==> config.mk <==
export PLATFORM = sky130hd
export DESIGN_NAME = overlap_save_block_fir_top
export DESIGN_NICKNAME = d
export VERILOG_FILES = /design/src/rtl/osbfir_pkg.sv /design/src/rtl/osbfir_ram.sv /design/src/rtl/osbfir_mac.sv /design/src/rtl/overlap_save_block_fir_top.sv
export SDC_FILE = /design/constraint.sdc
export NUM_CORES = 2
export LEC_CHECK = 0
export CORE_UTILIZATION = 25
export DETAILED_ROUTE_END_ITERATION = 16
export DONT_BUFFER_PORTS = 1
export PLACE_DENSITY = 0.45
export SETUP_SLACK_MARGIN = 0.02
export SLEW_MARGIN = 0
export SYNTH_ARGS = -nofsm -noshare
export SYNTH_HDL_FRONTEND = slang
export SYNTH_SLANG_ARGS = --single-unit
export TNS_END_PERCENT = 100
==> constraint.sdc <==
create_clock -name clk -period 12.15 [get_ports clk]
set_clock_uncertainty 0.2 [all_clocks]
set_input_delay 1.215 -clock clk [delete_from_list [all_inputs] [get_ports clk]]
set_output_delay 1.215 -clock clk [all_outputs]
set_load 0.01 [all_outputs]
==> src/rtl/osbfir_pkg.sv <==
// Shared types, constants and the Q15 round/saturate helper for the block FIR.
// No dependencies; the filter engine and the top level import this package.
`default_nettype none

package osbfir_pkg;

  localparam int SAMP_W    = 16;
  localparam int BLOCK_LEN = 25;
  // Sample ring depth; must cover one block plus TAPS-1 history samples.
  localparam int FFT_LEN   = 32;
  localparam int TAPS      = 8;
  localparam int NUM_COEF  = 8;

  localparam int POS_W     = $clog2(BLOCK_LEN);
  localparam int SAMP_AW   = $clog2(FFT_LEN);
  localparam int TAP_W     = $clog2(TAPS);
  localparam int PROD_W    = 2 * SAMP_W;
  localparam int ACC_W     = PROD_W + TAP_W;
  localparam int CFG_IDX_W = 4;

  // Rounded Q30 sums at or above this value, or below its negative, clamp.
  localparam longint SAT_LIM = longint'(1) << (PROD_W - 2);
  localparam longint RND_HALF = longint'(1) << (SAMP_W - 2);

  typedef logic signed [SAMP_W-1:0] sample_t;

  typedef enum logic [1:0] {
    ST_IDLE,
    ST_READ,
    ST_FILTER
  } state_t;

  typedef struct packed {
    logic               start;
    logic [SAMP_AW-1:0] base;
    logic               primed;
  } eng_ctrl_t;

  typedef struct packed {
    logic busy;
    logic done;
  } eng_stat_t;

  typedef struct packed {
    logic             we;
    logic [POS_W-1:0] addr;
    sample_t          data;
  } play_wr_t;

  // Round Q30 to Q15 (add half, floor) and clamp to the 16-bit range.
  function automatic sample_t round_sat_q15(input logic signed [ACC_W-1:0] acc);
    logic signed [ACC_W:0] r;
    logic signed [ACC_W:0] q;
    r = (ACC_W+1)'(acc) + (ACC_W+1)'(RND_HALF);
    q = r >>> (SAMP_W - 1);
    if (r >= SAT_LIM) begin
      return sample_t'({1'b0, {(SAMP_W-1){1'b1}}});
    end else if (r < -SAT_LIM) begin
      return sample_t'({1'b1, {(SAMP_W-1){1'b0}}});
    end else begin
      return q[SAMP_W-1:0];
    end
  endfunction

endpackage

`default_nettype wire

==> src/rtl/osbfir_ram.sv <==
// Generic single-write, single-read synchronous RAM with registered read data.
// No dependencies.
`default_nettype none

module osbfir_ram #(
  parameter int WIDTH = 16,
  parameter int DEPTH = 32,
  localparam int AW = (DEPTH > 1) ? $clog2(DEPTH) : 1
) (
  input  wire logic             clk,
  input  wire logic             we,
  input  wire logic [AW-1:0]    waddr,
  input  wire logic [WIDTH-1:0] wdata,
  input  wire logic             re,
  input  wire logic [AW-1:0]    raddr,
  output logic      [WIDTH-1:0] rdata
);

  logic [WIDTH-1:0] mem [DEPTH];

  always_ff @(posedge clk) begin
    if (we) begin
      mem[waddr] <= wdata;
    end
    // Hold read data while no read is issued.
    if (re) begin
      rdata <= mem[raddr];
    end
  end

endmodule

`default_nettype wire

==> src/rtl/osbfir_mac.sv <==
// Block filter engine: walks outputs and taps, reads the sample ring, runs a
// multiply-accumulate pipeline and writes rounded results to the play RAM.
// Depends on osbfir_pkg.
`default_nettype none

module osbfir_mac (
  input  wire logic                             clk,
  input  wire logic                             rst,
  input  wire osbfir_pkg::eng_ctrl_t            ctrl,
  input  wire osbfir_pkg::sample_t              coef [osbfir_pkg::TAPS],
  output logic                                  samp_re,
  output logic [osbfir_pkg::SAMP_AW-1:0]        samp_raddr,
  input  wire logic [osbfir_pkg::SAMP_W-1:0]    samp_rdata,
  output osbfir_pkg::play_wr_t                  play_wr,
  output osbfir_pkg::eng_stat_t                 stat
);
  import osbfir_pkg::*;

  // Sequencer
  logic               running;
  logic [SAMP_AW-1:0] base;
  logic               primed;
  logic [POS_W-1:0]   idx;
  logic [TAP_W-1:0]   tap;

  // Stage 1: read data in flight
  logic               v1, first1, last1, zero1;
  logic [TAP_W-1:0]   tap1;
  logic [POS_W-1:0]   idx1;

  // Stage 2: product
  logic                     v2, first2, last2;
  logic [POS_W-1:0]         idx2;
  logic signed [PROD_W-1:0] prod;

  // Stage 3: accumulator
  logic                    v3;
  logic [POS_W-1:0]        idx3;
  logic signed [ACC_W-1:0] acc;
  logic signed [ACC_W-1:0] acc_next;

  assign samp_re    = running;
  assign samp_raddr = base + SAMP_AW'(idx) - SAMP_AW'(tap);

  assign acc_next = (first2 ? ACC_W'(0) : acc) + ACC_W'(prod);

  always_ff @(posedge clk) begin
    if (rst) begin
      running <= 1'b0;
      v1      <= 1'b0;
      v2      <= 1'b0;
      v3      <= 1'b0;
    end else begin
      if (ctrl.start) begin
        running <= 1'b1;
      end else if (running && tap == TAP_W'(TAPS - 1) && idx == POS_W'(BLOCK_LEN - 1)) begin
        running <= 1'b0;
      end
      v1 <= running;
      v2 <= v1;
      v3 <= v2 && last2;
    end
  end

  always_ff @(posedge clk) begin
    if (ctrl.start) begin
      base   <= ctrl.base;
      primed <= ctrl.primed;
      idx    <= '0;
      tap    <= '0;
    end else if (running) begin
      if (tap == TAP_W'(TAPS - 1)) begin
        tap <= '0;
        idx <= idx + POS_W'(1);
      end else begin
        tap <= tap + TAP_W'(1);
      end
    end

    tap1   <= tap;
    idx1   <= idx;
    first1 <= (tap == '0);
    last1  <= (tap == TAP_W'(TAPS - 1));
    // Before the first block ends the history is all zero.
    zero1  <= !primed && (16'(idx) < 16'(tap));

    prod   <= zero1 ? PROD_W'(0) : $signed(samp_rdata) * coef[tap1];
    idx2   <= idx1;
    first2 <= first1;
    last2  <= last1;

    if (v2) begin
      acc <= acc_next;
    end
    idx3 <= idx2;
  end

  always_comb begin
    play_wr.we   = v3;
    play_wr.addr = idx3;
    play_wr.data = round_sat_q15(acc);
    stat.busy    = running || v1 || v2 || v3;
    stat.done    = v3 && idx3 == POS_W'(BLOCK_LEN - 1);
  end

endmodule

`default_nettype wire

==> src/rtl/overlap_save_block_fir_top.sv <==
// Result path: an accepted request reads the play RAM; in ST_READ the sample then moves
//   into the output register once it is free and carries the filtered sample of the previous block.
// Requests: a new request is taken only in ST_IDLE, after the previous result has loaded;
//   a block's last request also waits for a filter pass (25 x 8 ring reads) on the one MAC.
// Reset (synchronous, active high) clears control state and coefficients; the
//   history and the first block's outputs read as zero.
`default_nettype none

module overlap_save_block_fir_top (
  input  wire logic                              clk,
  input  wire logic                              rst,
  // input request channel
  input  wire logic                              in_valid,
  output logic                                   in_stall,
  input  wire logic signed [osbfir_pkg::SAMP_W-1:0] sample_in,
  // output request channel
  output logic                                   out_valid,
  input  wire logic                              out_stall,
  output logic signed [osbfir_pkg::SAMP_W-1:0]   sample_out,
  output logic                                   block_end,
  // coefficient write channel
  input  wire logic                              cfg_valid,
  output logic                                   cfg_ready,
  input  wire logic [osbfir_pkg::CFG_IDX_W-1:0]  cfg_index,
  input  wire logic [osbfir_pkg::SAMP_W-1:0]     cfg_data
);
  import osbfir_pkg::*;

  state_t state, state_next;

  logic               in_accept;
  logic               load;
  logic [POS_W-1:0]   pos;
  logic [SAMP_AW-1:0] wr_ptr;
  logic               pending_end;
  // Set once the first block is filtered: history and play RAM now hold data.
  logic               primed;

  sample_t   coef [TAPS];
  eng_ctrl_t ctrl;
  eng_stat_t stat;
  play_wr_t  play_wr;

  logic               samp_re;
  logic [SAMP_AW-1:0] samp_raddr;
  logic [SAMP_W-1:0]  samp_rdata;
  logic [SAMP_W-1:0]  play_rdata;

  assign in_accept = in_valid && !in_stall;
  assign cfg_ready = 1'b1;

  // Coefficient registers; indexes past the tap count are dropped.
  always_ff @(posedge clk) begin
    if (rst) begin
      for (int k = 0; k < TAPS; k++) begin
        coef[k] <= '0;
      end
    end else if (cfg_valid && cfg_ready && 32'(cfg_index) < NUM_COEF &&
                 32'(cfg_index) < TAPS) begin
      coef[cfg_index[TAP_W-1:0]] <= cfg_data;
    end
  end

  // Next state
  always_comb begin
    state_next = state;
    unique case (state)
      ST_IDLE: begin
        if (in_accept) state_next = ST_READ;
      end
      ST_READ: begin
        if (load) state_next = pending_end ? ST_FILTER : ST_IDLE;
      end
      ST_FILTER: begin
        if (stat.done) state_next = ST_IDLE;
      end
      default: state_next = ST_IDLE;
    endcase
  end

  // Outputs of the state machine
  always_comb begin
    in_stall    = (state != ST_IDLE);
    // Move the play sample into the output register once it is free.
    load        = (state == ST_READ) && (!out_valid || !out_stall);
    ctrl.start  = load && pending_end;
    // Block start: the write pointer has already passed the whole block.
    ctrl.base   = wr_ptr - SAMP_AW'(BLOCK_LEN);
    ctrl.primed = primed;
  end

  always_ff @(posedge clk) begin
    if (rst) begin
      state       <= ST_IDLE;
      pos         <= '0;
      wr_ptr      <= '0;
      pending_end <= 1'b0;
      primed      <= 1'b0;
      out_valid   <= 1'b0;
    end else begin
      state <= state_next;
      if (in_accept) begin
        pending_end <= (pos == POS_W'(BLOCK_LEN - 1));
        pos         <= (pos == POS_W'(BLOCK_LEN - 1)) ? '0 : pos + POS_W'(1);
        wr_ptr      <= wr_ptr + SAMP_AW'(1);
      end
      if (stat.done) begin
        primed <= 1'b1;
      end
      if (load) begin
        out_valid <= 1'b1;
      end else if (!out_stall) begin
        out_valid <= 1'b0;
      end
    end
  end

  // Output payload; hold while stalled.
  always_ff @(posedge clk) begin
    if (load) begin
      sample_out <= primed ? play_rdata : '0;
      block_end  <= pending_end;
    end
  end

  // Sample ring: current block plus the history that precedes it.
  osbfir_ram #(
    .WIDTH (SAMP_W),
    .DEPTH (FFT_LEN)
  ) u_samp_ram (
    .clk   (clk),
    .we    (in_accept),
    .waddr (wr_ptr),
    .wdata (sample_in),
    .re    (samp_re),
    .raddr (samp_raddr),
    .rdata (samp_rdata)
  );

  // Play RAM: filtered samples of the previous block.
  osbfir_ram #(
    .WIDTH (SAMP_W),
    .DEPTH (BLOCK_LEN)
  ) u_play_ram (
    .clk   (clk),
    .we    (play_wr.we),
    .waddr (play_wr.addr),
    .wdata (play_wr.data),
    .re    (in_accept),
    .raddr (pos),
    .rdata (play_rdata)
  );

  osbfir_mac u_mac (
    .clk        (clk),
    .rst        (rst),
    .ctrl       (ctrl),
    .coef       (coef),
    .samp_re    (samp_re),
    .samp_raddr (samp_raddr),
    .samp_rdata (samp_rdata),
    .play_wr    (play_wr),
    .stat       (stat)
  );

`ifndef NO_ASSERTIONS
  // No request may enter while the filter engine owns the RAMs.
  a_no_accept_busy: assert property (@(posedge clk) disable iff (rst)
    stat.busy |-> !in_accept)
    else $error("request accepted during filter pass");

  // The engine finishes only inside a filter pass.
  a_done_in_filter: assert property (@(posedge clk) disable iff (rst)
    stat.done |-> state == ST_FILTER)
    else $error("filter done outside filter state");

  // A filter pass starts only on the last request of a block.
  a_start_block_end: assert property (@(posedge clk) disable iff (rst)
    ctrl.start |-> pos == '0)
    else $error("filter started mid-block");

  // A new result appears only after a play RAM read.
  a_load_after_read: assert property (@(posedge clk) disable iff (rst)
    $rose(out_valid) |-> $past(state) == ST_READ)
    else $error("result without a read");
`endif

endmodule

`default_nettype wire
; ---- Word-level counts from Yosys, hierarchy flattened
; Memories as Yosys holds them, arrays and structs flattened. A register that Yosys moved wholly into a read port is not among the register bits.
; Index checks and enable logic that the tools add are counted.
[totals]
register_bits = 268
mem_bits_rw = 912
inputBits = 41
out_inout_bits = 20
word_cells = 112
n_memories = 2
[op_classes]
add_sub_neg = 9
n_mul = 1
order_cmp = 7
eq_ne = 10
n_mux = 24
bitwise_logic = 2
n_reduce_logical = 22
[memory_table]
columns = name, depth, width, read_ports, rd_clocked_by_memory_dff, write_ports, line
row1 = u_samp_ram.mem, 32, 16, 1, 1, 1, osbfir_ram.sv:19  ; logic [WIDTH-1:0] mem [DEPTH];
row2 = u_play_ram.mem, 25, 16, 1, 1, 1, osbfir_ram.sv:19
[op_table]
columns = op, count
row1 = 128-bit bitwise mux, 1
row2 = 16-bit 2-to-1 mux, 5
row3 = 16-bit binary-select mux with 3-bit select, 1
row4 = 16-bit demux with 3-bit select, 1
row5 = 35-bit by 16-bit adder with 36-bit output (second input constant), 1
row6 = 36-bit by 32-bit greater-or-equal comparator with 1-bit output (second input constant), 1
row7 = 36-bit by 31-bit less-than comparator with 1-bit output (second input constant), 1
row8 = 35-bit by 32-bit adder with 35-bit output, 1
row9 = 35-bit 2-to-1 mux, 1
row10 = 16-bit by 16-bit multiplier with 32-bit output, 1
row11 = 5-bit by 1-bit adder with 5-bit output (second input constant), 3
row12 = 5-bit == test (second input constant), 3
row13 = 1-bit logical AND, 11
row14 = 4-bit greater-or-equal comparator (second input constant), 2
row15 = 1-bit 2-to-1 mux, 8
row16 = 2-bit 2-to-1 mux, 4
row17 = 3-bit NOT with 4-bit output, 2
row18 = 2-bit inequality test (second input constant), 3
row19 = 2-bit one-hot mux with 3 select lines, 1
row20 = 5-bit adder, 1
row21 = 5-bit by 3-bit less-than comparator with 1-bit output, 1
row22 = 5-bit 2-to-1 mux, 1
row23 = 5-bit by 3-bit subtractor with 5-bit output, 1
row24 = 5-bit subtractor (second input constant), 1
row25 = 15 further kinds, 19

; ---- Longest topological paths before layout
[depth]
word_depth = 6
ltp_mapped = 28
ltp_nobuf = 25

; ---- By module
; A second synthesis with hierarchy kept.
[hier_totals]
hier_cells = 4400
area_unflattened_um2 = 59766.1
[modules_own_cells]
columns = mod, instances, cells_each, area_each_um2, seq_area_each_um2
row1 = osbfir_ram (u_samp_ram), 1, 1143, 20696.1, 15855.2
row2 = osbfir_mac, 1, 1747, 16595.9, 2572.5
row3 = osbfir_ram (u_play_ram), 1, 783, 16116.7, 12492.0
row4 = overlap_save_block_fir_top, 1, 727, 6357.3, 3373.2

; ---- Least setup slack after synthesis
; Ideal clock, no wire load.
[synth_path]
kind = flip-flop to flip-flop
start = register u_mac.tap1[0]
end = register u_mac.prod[30]
setup_ps = 123
arrival_ps = 7283
required_time_ps = 11827
setup_slack_ps = 4543
path_stages_with_launch = 24
path_buffers = 3
synth_period_minus_slack_ps = 7607
path_cell_list = dfxtp_1 clkbuf_1 buf_2 mux4_2 mux2_2 clkbuf_1 nand2_1 inv_1 fa_1 fa_1 fa_1 fa_1 fa_1 inv_1 fa_1 inv_1 ha_1 nand2_1 or3_1 or2_2 o221ai_2 o41ai_2 o21ai_1 mux2_1
[synth_between]
elab_chain_cells = 5
[synth_rtl]
columns = element, line
row1 = start: declaration, osbfir_mac.sv:28  ; logic [TAP_W-1:0] tap1;
row2 = start signal: assignment, osbfir_mac.sv:80  ; tap1 <= tap;
row3 = 3-bit NOT with 4-bit output (implied by the code), osbfir_mac.sv:87  ; prod <= zero1 ? PROD_W'(0) : $signed(samp_rdata) * coef[tap1];
row4 = 16-bit binary-select mux with 3-bit select, osbfir_mac.sv:87
row5 = 16-bit 2-to-1 mux (implied by the code) (2 in series), osbfir_mac.sv:87
row6 = 16-bit by 16-bit multiplier with 32-bit output, osbfir_mac.sv:87
row7 = end signal: assignment, osbfir_mac.sv:87
row8 = end: declaration, osbfir_mac.sv:34  ; logic signed [PROD_W-1:0] prod;
; No other way between the ends. The select of a mux whose other input is x is not followed.
; A chain may end at the register's enable or synchronous reset.

; ---- Final worst setup path
[layout_path]
start = register u_mac.tap1[1]
end = register u_mac.prod[30]
; Same word-level chain as after synthesis.

==> results.yml <==
status:
  status: "finished clean"
synth:
  ys_types: 68
  avgSynthCellArea_sq_um: 15.34
  async_reset_ff_share_pct: 0
  synthMuxAreaShare_pct: 14.15
  synth_cells: 3788
  synth_area_sq_mm: 0.05810
  syn_nets: 4233
  yosysWarningCount: 0
  synthXorXnorAreaFrac_pct: 1.402
  synth_compound_area_share_pct: 2.929
  seq_area_frac_synth_pct: 59.02
  synth_top_family_by_area: "multiplexers"
  yosys.area_share.simple_pct: 7.044
  synth_ff_type: "edfxtp_1"
  yosys_register_bits: 1212
  synth_fa_ha_area_share_pct: 12.14
  synth-edff-count: 1002
timing:
  worst_pin_slew_ns: 1.179
  setup_viol: 0
  fin_crit_sh_pct: 67.69
  fin_hold_ws_ns: 0.1247
  hold_violations: 0
  grt_setup_unrepaired: "false"
  min_period_ns: 8.224
  fin_ws_ns: 3.926
  slew_headroom_pct: 21.42
  fmax_mhz: 121.6
  finalSetupTns_ns: 0
  finalMaxSlewViolations: 0
worst_setup_path:
  critPathMaxFanout: 32
  crit_top_cell: "fa_1"
  crit_chain: "mux4_2 -> mux2_2 -> nand2_1 -> inv_1 -> fa_1 -> fa_1 -> fa_1 -> fa_1 -> fa_1 -> inv_1 -> fa_1 -> inv_1 -> ha_1 -> nand2_1 -> or3_1 -> or2_2 -> o221ai_2 -> o41ai_2 -> o21ai_1 -> mux2_1"
  max_stage_delay_ns: 0.94
  cp-start-kind: "flop"
  path_class: "flop to flop"
  cp.required_ns: 12.61
  worst_setup_path_end_kind: "flop"
  crit_family: "adder cells"
  slowest_stage: "dfxtp_2"
  crit_arrival_ns: 8.68
  worst-path-buf-inv: 3
clock_network:
  clk_pin_slew_ns: 0.05
  cts_setup_buffers: 0
  clkSinkCount: 1212
  cts_root_buf: "clkbuf_16"
  cts-resized-gates: 0
  htree_levels: 4
  cts_hold_buf: 0
  cts_tree: "yes"
  cts_buffer_depth: 3
  clk_latency_ns: 0.80
  numCtsBuffers: 141
routing:
  vias_per_cell: 4.415
  drt_wl_total_mm: 149.0
  antenna_left: 0
  vias: 30783
  drt_iter0_drc: 2433
  first_pass_iters: 5
  drc: 0
  wire_per_inst_um: 21.37
grt:
  grt_max_degree: 144
  overflow: 0
  antenna_found_initial: 4
  first_global_vias: 32401
  grt_pass1_wl_mm: 221.3
  grt_usage_pct: 12.77
finish:
  drive_gt1_share_pct: 18.41
  final_cells: 6972
  nNetsFinal: 4282
  areaGrowthSynthToFinish_pct: 14.67
  mostFrequentLayoutCells: "1002 x edfxtp_1, 325 x inv_1, 304 x mux4_2"
  layout_commonest_cell: "edfxtp_1"
  final_area_sq_mm: 0.06663
  multi_input_area_sq_mm: 0.02222
  register_area_sq_mm: 0.03430
  final.fill_count: 22939
die:
  fp.dieH_um: 484.1
  start_util_pct: 25.20
  pin_count: 61
  fp.dieArea_sq_mm: 0.2343
  num_rows: 176
  dieWidth_um: 484.1
  core-area_sq_mm: 0.2306
hold_path:
  hp-class: "flop to flop"
pwr:
  leakage_nw: 23.46
  irDropWorstVdd_mv: 0.1134
  power.density_mw_per_mm2: 134.1
place:
  io_buffers: 0
  dp_hpwl_mm: 91.15
  place_area_sq_mm: 0.06219
  dp.cells: 6720
  routabilityCongestion: 0.7640
  place_ws_ns: 3.880
job:
  maxCapViolations: 0
-- synth_stat cells, drive strengths merged, types with 58 or more instances --
cell    instances  area share [%]
inv           326             2.1
ha            138             3.0
mux2i          90             1.6
mux4          304              12
dfxtp         210             7.2
clkbuf        148            0.96
edfxtp       1002              52
o21ai          62            0.53
nand2         294             1.9
a21oi         121             1.1
xnor2          58            0.87
nor2b         129             1.4
fa            266             9.2
nor2          222             1.4
and2           69            0.74
-- kinds of logic (layout without fill, tap and decap cells) --
family | Yosys count | in the layout
AO/OA/AOI/OAI | 277 | 277
other | 1 | 3
buffers and inverters | 506 | 662
XOR/XNOR | 93 | 93
AND/OR/NAND/NOR | 859 | 859
flip-flops | 1212 | 1212
adder cells (fa/ha/maj) | 404 | 404
multiplexers | 436 | 436
-- path summary, 6_finish.rpt --
check                     start              to  slack, ns  depth (start not counted)
setup reg to reg  u_mac.tap1[1]  u_mac.prod[30]       3.93                         20
setup / recovery  u_mac.tap1[1]  u_mac.prod[30]       3.93                         20
hold reg to reg   u_mac.idx2[3]   u_mac.idx3[3]       0.12                          0
hold / removal    u_mac.idx2[3]   u_mac.idx3[3]       0.12                          0
-- stage by stage --
| step | power, mW | util, % |
|---|---|---|
| after floorplan | 4.874 | - |
| after global placement | 4.955 | 26.97 |
| after detailed placement | 4.956 | 26.97 |
| after CTS | 9.077 | 28.90 |
| after global routing | 9.258 | 28.90 |
| final | 8.935 | 28.90 |
-- where the power goes --
group,switching (mW),internal (mW)
Combinational,0.181,0.153
Sequential,0.0213,4.51
Clock,1.74,2.33
-- area by class of cell --
class | instances | share of cell area [%]
Multi-Input combinational cell | 2070 | 33.35
Tap cell | 3026 | 5.683
Sequential cell | 1212 | 51.49
Antenna cell | 2 | 0.007512
Timing Repair Buffer | 86 | 0.9878
Inverter | 326 | 1.837
Clock buffer | 192 | 5.735
Clock inverter | 58 | 0.9145
-- per-layer routing --
| metal | wire, um | track usage (%) |
|---|---|---|
| met5 | 0 | 0 |
| met4 | 2878 | 3.368 |
| met3 | 6655 | 2.445 |
| met2 | 73740 | 21.41 |
| met1 | 65690 | 16.79 |
-- sequential cells by signal, indices dropped and copies added, names as in the netlist, 2 cells and up --
| name | count |
|---|---|
| u_mac.tap | 3 |
| u_samp_ram.mem | 512 |
| u_play_ram.mem | 400 |
| u_mac.idx | 5 |
| state | 2 |
| u_mac.base | 5 |
| u_mac.prod | 32 |
| u_mac.tap1 | 3 |
| u_mac.acc | 35 |
| u_mac.idx2 | 5 |
| pos | 5 |
| u_mac.idx3 | 5 |
| u_mac.idx1 | 5 |
| coef | 128 |
| u_samp_ram.rdata | 16 |
| wr_ptr | 5 |
| sample_out | 16 |
| u_play_ram.rdata | 16 |
Note: power is estimated with default switching activity, not from simulation.
